===== src/hal_pkg.sv =====
// Shared types and constants for the hashed account ledger.
// No dependencies; used by hal_fmix and hashed_account_ledger_core.
package hal_pkg;

    localparam int HASH_DEPTH_DEF    = 4096;
    localparam int ACCOUNT_DEPTH_DEF = 2048;

    localparam int KEY_W  = 64;
    localparam int SLOT_W = 11;
    localparam int BAL_W  = 64;
    localparam int AMT_W  = 32;

    localparam int S_TDATA_W = 304;
    localparam int M_TDATA_W = 136;

    localparam logic [63:0] FMIX_C1    = 64'hff51afd7ed558ccd;
    localparam logic [63:0] FMIX_C2    = 64'hc4ceb9fe1a85ec53;
    localparam int          FMIX_SHIFT = 33;

    typedef enum logic [2:0] {
        ST_LOADED   = 3'd0,
        ST_UPDATED  = 3'd1,
        ST_FULL     = 3'd2,
        ST_APPLIED  = 3'd3,
        ST_NOFUNDS  = 3'd4,
        ST_NOTFOUND = 3'd5
    } status_t;

    typedef enum logic [3:0] {
        S_CLEAR,
        S_IDLE,
        S_HASH,
        S_PROBE,
        S_BAL_RS,
        S_BAL_RR,
        S_BAL_CHK,
        S_BAL_WR,
        S_DONE
    } state_t;

    typedef struct packed {
        logic              used;
        logic [KEY_W-1:0]  key;
        logic [SLOT_W-1:0] acct;
    } tbl_entry_t;

endpackage


===== src/hal_fmix.sv =====
// Multi-cycle fmix64 finalizer built around one shared 32x32 multiplier.
// Depends on hal_pkg for the mixing constants.
module hal_fmix
(
    input  logic        clk,
    input  logic        rst_n,
    input  logic        start,
    input  logic [63:0] key,
    output logic        done,
    output logic [63:0] hash
);

    logic        busy_reg;
    logic [2:0]  phase_reg;
    logic [63:0] k_reg;
    logic [63:0] acc_reg;
    logic        done_reg;
    logic [63:0] hash_reg;

    logic [1:0]  sub;
    logic        second;
    logic [63:0] cst;
    logic [31:0] opa;
    logic [31:0] opb;
    logic [63:0] prod;
    logic [63:0] sum;
    logic [63:0] mixed;

    // phases 0..2 run the first multiply, 4..6 the second
    always_comb
    begin
        sub    = phase_reg[1:0];
        second = phase_reg[2];
        cst    = second ? hal_pkg::FMIX_C2 : hal_pkg::FMIX_C1;
        opa    = (sub == 2'd2) ? k_reg[63:32] : k_reg[31:0];
        opb    = (sub == 2'd1) ? cst[63:32] : cst[31:0];
        prod   = 64'(opa) * 64'(opb);
        sum    = (sub == 2'd0) ? prod : acc_reg + {prod[31:0], 32'd0};
        mixed  = sum ^ (sum >> hal_pkg::FMIX_SHIFT);
    end

    always_ff @(posedge clk or negedge rst_n)
    begin
        if (!rst_n)
        begin
            busy_reg  <= 1'b0;
            phase_reg <= 3'd0;
            done_reg  <= 1'b0;
        end
        else
        begin
            done_reg <= 1'b0;
            if (start)
            begin
                busy_reg  <= 1'b1;
                phase_reg <= 3'd0;
            end
            else if (busy_reg)
            begin
                if (sub == 2'd2)
                begin
                    if (second)
                    begin
                        busy_reg <= 1'b0;
                        done_reg <= 1'b1;
                    end
                    else
                    begin
                        phase_reg <= 3'd4;
                    end
                end
                else
                begin
                    phase_reg <= phase_reg + 3'd1;
                end
            end
        end
    end

    always_ff @(posedge clk)
    begin
        if (start)
        begin
            k_reg <= key ^ (key >> hal_pkg::FMIX_SHIFT);
        end
        else if (busy_reg)
        begin
            acc_reg <= sum;
            if (sub == 2'd2)
            begin
                if (second)
                begin
                    hash_reg <= mixed;
                end
                else
                begin
                    k_reg <= mixed;
                end
            end
        end
    end

    assign done = done_reg;
    assign hash = hash_reg;

endmodule


===== config.mk =====
export PLATFORM = sky130hd
export DESIGN_NAME = hal_fmix
export DESIGN_NICKNAME = d
export VERILOG_FILES = /design/src/hal_pkg.sv /design/src/hal_fmix.sv
export SDC_FILE = /design/constraint.sdc
export NUM_CORES = 2
export LEC_CHECK = 0
export BUFFER_PORTS_ARGS = -buffer_cell sky130_fd_sc_hd__buf_4
export CORE_MARGIN = 8
export CORE_UTILIZATION = 30
export CTS_BUF_LIST = sky130_fd_sc_hd__clkbuf_16
export CTS_CLUSTER_DIAMETER = 30
export DETAILED_ROUTE_END_ITERATION = 8
export PLACE_DENSITY = 0.41
export SLEW_MARGIN = 25
export SYNTH_ARGS = -nofsm -noshare
export SYNTH_HDL_FRONTEND = slang
export SYNTH_SLANG_ARGS = --single-unit

===== constraint.sdc =====
create_clock -name clk -period 23.1 [get_ports clk]
set_input_delay 3.465 -clock clk [delete_from_list [all_inputs] [get_ports clk]]
set_output_delay 3.465 -clock clk [all_outputs]
set_load 0.01 [all_outputs]

# Word level (Yosys, flattened, before mapping)
# Index checks and enable logic that the tools add are counted.
# totals
output_inout_bits	65
in_bits	67
ff_bits	197
# classes
mul	1
addsub	2
n_reduce_logical	7
n_eq_ne	4
n_mux	20
n_bitwise	3
# ops
cell	n
$mux 64	5
$xor 64x31->64	2
$add 64x64->64	1
$mul 32x32->64	1
$mux 32	2
$mux 62	1
$mux 3	3
$mux 1	8
$reduce_and 2->1	2
$reduce_and 4->1	1
$reduce_bool 2->1	2
$add 3x1->3 const B	1
$ne 3x3->1 const B	1
$reduce_and 3->1	1
$eq 2x1->1 const B	1
$eq 2x2->1 const B	1
$logic_not 2->1	1
$mux 2	1
$ne 2x2->1 const B	1
$not 1->1	1

# Depth between registers and ports, before layout
# logic_depth
depth_word	10
ltp_mapped	44
ltp_nobuf	40

# Worst setup path before layout
# OpenSTA, ideal clock, no wires.
# synth_path
path_type	register to register
from	register phase_reg[0]
to	register k_reg[28] (data pin)
setup_ns	0.263
path_buffers	4
stages_incl_launch_ff	38
required_time_ns	22.837
setup_slack_ns	12.919
synth_period_minus_slack_ns	10.181
arrival_time_ns	9.918
cell_sequence	dfrtp_1 > clkbuf_1 > nor2_1 > clkbuf_1 > mux2i_1 > or2_2 > inv_1 > fa_1 > fa_1 > fa_1 > inv_1 > fa_1 > inv_1 > fa_1 > inv_1 > fa_1 > inv_1 > fa_1 > [... 2 more ...] > inv_1 > ha_1 > clkbuf_1 > a21oi_2 > o21ai_0 > a22o_1 > o22ai_1 > nand2_1 > xor2_1 > ha_1 > clkbuf_1 > nand4_1 > o21ai_0 > a21oi_1 > a211o_1 > o2111a_1 > a22o_1 > a2111o_1
# synth_between
elab_chain_cells	10
word_cells_on_any_way	13
# synth_rtl
element	line_no	rtl
start, declared	hal_fmix.sv:14	logic [2:0] phase_reg;
start signal, assigned	hal_fmix.sv:74	phase_reg <= phase_reg + 3'd1;
$eq 2x2->1 / $eq 2x1->1 (equally long branches)	hal_fmix.sv:35, hal_fmix.sv:36	
$mux 32, on equally long branches	hal_fmix.sv:35, hal_fmix.sv:36	
$mul 32x32->64	hal_fmix.sv:37	prod = 64'(opa) * 64'(opb);
$add 64x64->64	hal_fmix.sv:38	sum = (sub == 2'd0) ? prod : acc_reg + {prod[31:0], 32'd0};
$mux 64 *	hal_fmix.sv:38	
$xor 64x31->64 *	hal_fmix.sv:39	mixed = sum ^ (sum >> hal_pkg::FMIX_SHIFT);
$mux 64 *	hal_fmix.sv:91	if (second)
$mux 64 *	hal_fmix.sv:89	if (sub == 2'd2)
$mux 64 *	hal_fmix.sv:86	else if (busy_reg)
$mux 64 *	hal_fmix.sv:82	if (start)
end signal, assigned	hal_fmix.sv:84	k_reg <= key ^ (key >> hal_pkg::FMIX_SHIFT);
end signal, assigned	hal_fmix.sv:97	k_reg <= mixed;
end, declared	hal_fmix.sv:15	logic [63:0] k_reg;
# Every way passes the cells marked *; elsewhere a longest branch is shown, timed or not. The select of a mux whose other input is x is not followed.
# A chain may end at the register's enable or synchronous reset.

# Final worst setup path
# layout_path
from	register phase_reg[0]
to	register k_reg[59] (data pin)
# layout_between
elab_chain_cells	10
word_cells_on_any_way	13
# layout_rtl
element	line_no	rtl
$eq 2x2->1 / $eq 2x1->1 (equally long branches)	hal_fmix.sv:35, hal_fmix.sv:36	
$mux 32, on equally long branches	hal_fmix.sv:35, hal_fmix.sv:36	
$mul 32x32->64	hal_fmix.sv:37	
$add 64x64->64	hal_fmix.sv:38	
$mux 64 *	hal_fmix.sv:38	
$xor 64x31->64 *	hal_fmix.sv:39	
named net mixed[59]	hal_fmix.sv:27	logic [63:0] mixed;
$mux 64 *	hal_fmix.sv:91	
$mux 64 *	hal_fmix.sv:89	
$mux 64 *	hal_fmix.sv:86	
$mux 64 *	hal_fmix.sv:82	
# The timed path passes the listed nets; every way through them passes the cells marked *. The select of a mux whose other input is x is not followed.

==> impl_results.md <==
* Ys async rst share at under 10%
* Final net count at 5269
* RSZ-0062 raised after global routing: no
* CP Buf/Inv Count at 8
* Post-DP Area at approximately 0.043 sq mm
* Max Freq at approximately 81 MHz
* Total global routing overflow at 0
* Reg2Reg Capture Point: k_reg[59]
* Least-Margin Pin Slew at 1.059 ns
* Placer Congestion at around 0.91
* Layout cells sized above 1 at around 8.4%
* Resized Gates After CTS at 0
* FF-to-FF path depth at 33
* Vias at around 28000
* # hold bufs at CTS at 0
* Drt first-iter violations at 2190
* Routed vias/inst at 4.815
* Pin count of the biggest net entering global routing at slightly below 60
* Mapped Cells at a little under 4000
* Slew headroom at 27.35%
* Top FF cell, synth: edfxtp_1
* Worst Path Class, Setup: reg -> reg
* Drt total wl at ~160 mm
* Clk_lat worst skew at 0.47 ns
* Most frequent cell after synthesis: inv_1
* Clock Tree Root: clkbuf_16
* CP Launch Type: flop
* Final hold vios at 0
* All-Layer GR Usage at 21.60%
* Fillers at approximately 14000
* Total negative setup slack at 0 ns
* First-pass GRT wire length at approximately 230 mm
* CP Depth at 33
* Die X at approximately 380 um
* Post-Syn Area at ~0.04 sq mm
* Area leader, netlist: fa_1
* Slowest stage cell, crit path: a2111oi_0
* Detailed Place HPWL at 138.6 mm
* RR Startpoint: phase_reg[0]
* Max-capacitance violation count at 0
* Vias in the first global route at about 30000
* Setup bufs post-CTS at 0
* Minimum clock period at approximately 12 ns
* Port bufs at between 100 and 150
* Internal reg-to-reg setup slack at ~11 ns
* Post-synth EDFFs at between 150 and 200
* Worst hold path type: reg -> reg
* Most area-consuming cells after synthesis: fa_1, edfxtp_1, ha_1, inv_1, nand2_1
* Antenna Nets Post-Route at 0
* Layout area overhead at 9.406%
* Crit. Startpoint: phase_reg[0]
* Final instance area at between 0.04 and 0.05 sq mm
* Top cells by count, synth: inv_1, fa_1, ha_1
* CTS sink cnt at about 200
* Wirelength per Cell at around 27 um
* Initial antenna violation count at 1
* Most used cell, CP: fa_1
* CTS Buf Count at 17
* Chip height at 381.0 um
* Critical path arrival at between 10 and 15 ns
* Crit path capture: k_reg[59]
* Die area at 0.1451 sq mm
* # rows at approximately 130
* Synth Area per Inst at about 10 sq um
* Flops & latches, synth at about 200
* Buffer depth of the longest clock path at 2
* CTS clk-pin slew, worst paths at around 0.08 ns
* Drt drc at 0
* Final period utilization at a little over half
* Yosys cell types at 84
* Clock Skews at 0.01552 ns
* Hold_sp: acc_reg[16]
* I/O pin count at around 130
* TritonRoute pass-1 iters at 6
* Crit end category: flop
* Post-synthesis sequential area ratio at between 10% and 20%
* Ys Warns at 0
* Area fraction of the dominant cell type after synthesis at roughly 43%
* Max-slew violations at 0
* Critical Path RT at 23.33 ns
* CP peak stage delay at 0.90 ns
* Initial cell density of the core at a little under a third
* CTS HTree Levels at 4
* Crit-path leading delay family: adder cells
* Worst Path Max Fanout at 36
* Total core area at around 0.13 sq mm
* CTS tree: built
* Final setup viols at 0
* Syn Nets at 5185
* Run status: finished clean
-- final cells by class --
| class | instances | area, sq um | share of cell area [%] |
|---|---|---|---|
| multi-input cells | 2606 | 29890 | 68.36 |
| flip-flops and latches | 197 | 5892 | 13.48 |
| inverters | 1014 | 3806 | 8.706 |
| well taps | 1768 | 2212 | 5.060 |
| repair buffers | 177 | 1329 | 3.039 |
| clock buffers | 17 | 425.4 | 0.9731 |
| clock inverters | 15 | 163.9 | 0.3749 |
| diodes | 1 | 2.502 | 0.005724 |
-- placed cells by master, fill, tap and decap left out, types with 6 or more instances in the layout --
cell	Yosys	layout
a211o_1	9	9
a211oi_1	16	16
a21o_1	48	48
a21oi_1	112	112
a21oi_2	7	7
a31oi_1	19	19
and2_1	20	20
and3_1	25	24
buf_4	0	177
clkbuf_16	0	17
edfxtp_1	192	192
fa_1	862	862
ha_1	327	327
inv_1	1010	1010
mux2_2	64	64
mux2i_1	35	32
nand2_1	309	308
nand2b_1	26	26
nand3_1	27	27
nand4_1	33	33
nor2_1	249	243
nor3_1	27	27
nor4_1	7	7
o211ai_1	11	11
o21a_1	22	22
o21ai_0	67	67
o21ai_1	11	11
o21bai_1	16	16
or2_2	20	19
or3_1	6	6
xnor2_1	64	64
xor2_1	71	71
-- tightest hold or removal path, stage by stage (launching register included) --
cell	delay, ns
edfxtp_1	0.33
nand2_1	0.05
nand2_1	0.08
-- stage by stage --
stage / hold WS [ns] / setup WS, ns / cells / util, %
floorplan: 0.5204 / 12.92 / 3929 / -
global placement: 0.5498 / 11.12 / 5762 / 32.47
detailed placement: 0.5551 / 10.93 / 5762 / 32.48
CTS: 0.5756 / 10.89 / 5794 / 32.92
global route: 0.5964 / 10.06 / 5794 / 32.92
finish: 0.5726 / 10.73 / 5795 / 32.92
-- worst min path at each step --
stage	to	cells past startpoint
global placement	acc_reg[16]	2
CTS	acc_reg[16]	2
detailed placement	acc_reg[16]	2
global route	acc_reg[17]	2
finish	acc_reg[16]	2
floorplan	acc_reg[5]	2
-- logic make-up (layout without fill, tap and decap cells) --
logic type / count (synthesis) / after routing / share of synthesized area, %
adder cells (fa/ha/maj): 1189 / 1189 / 53.42
buffers and inverters: 1126 / 1223 / 10.64
AND/OR/NAND/NOR: 770 / 770 / 8.470
AO/OA/AOI/OAI: 410 / 410 / 6.961
flip-flops: 197 / 197 / 14.74
XOR/XNOR: 137 / 137 / 3.075
multiplexers: 99 / 99 / 2.680
other: 1 / 2 / 0.009384
-- layer usage --
metal  track usage [%]  vias to the layer above  part of all wire [%]
li1                  -                    12320                     -
met1             31.00                    14710                    46
met2             35.24                      744                    47
met3             1.803                      134                   3.7
met4             5.485                        0                   3.0
met5                 0                        -                     0
Power is not shown: default switching activity piles up to over one toggle a cycle in this logic, so the estimate is an artifact.
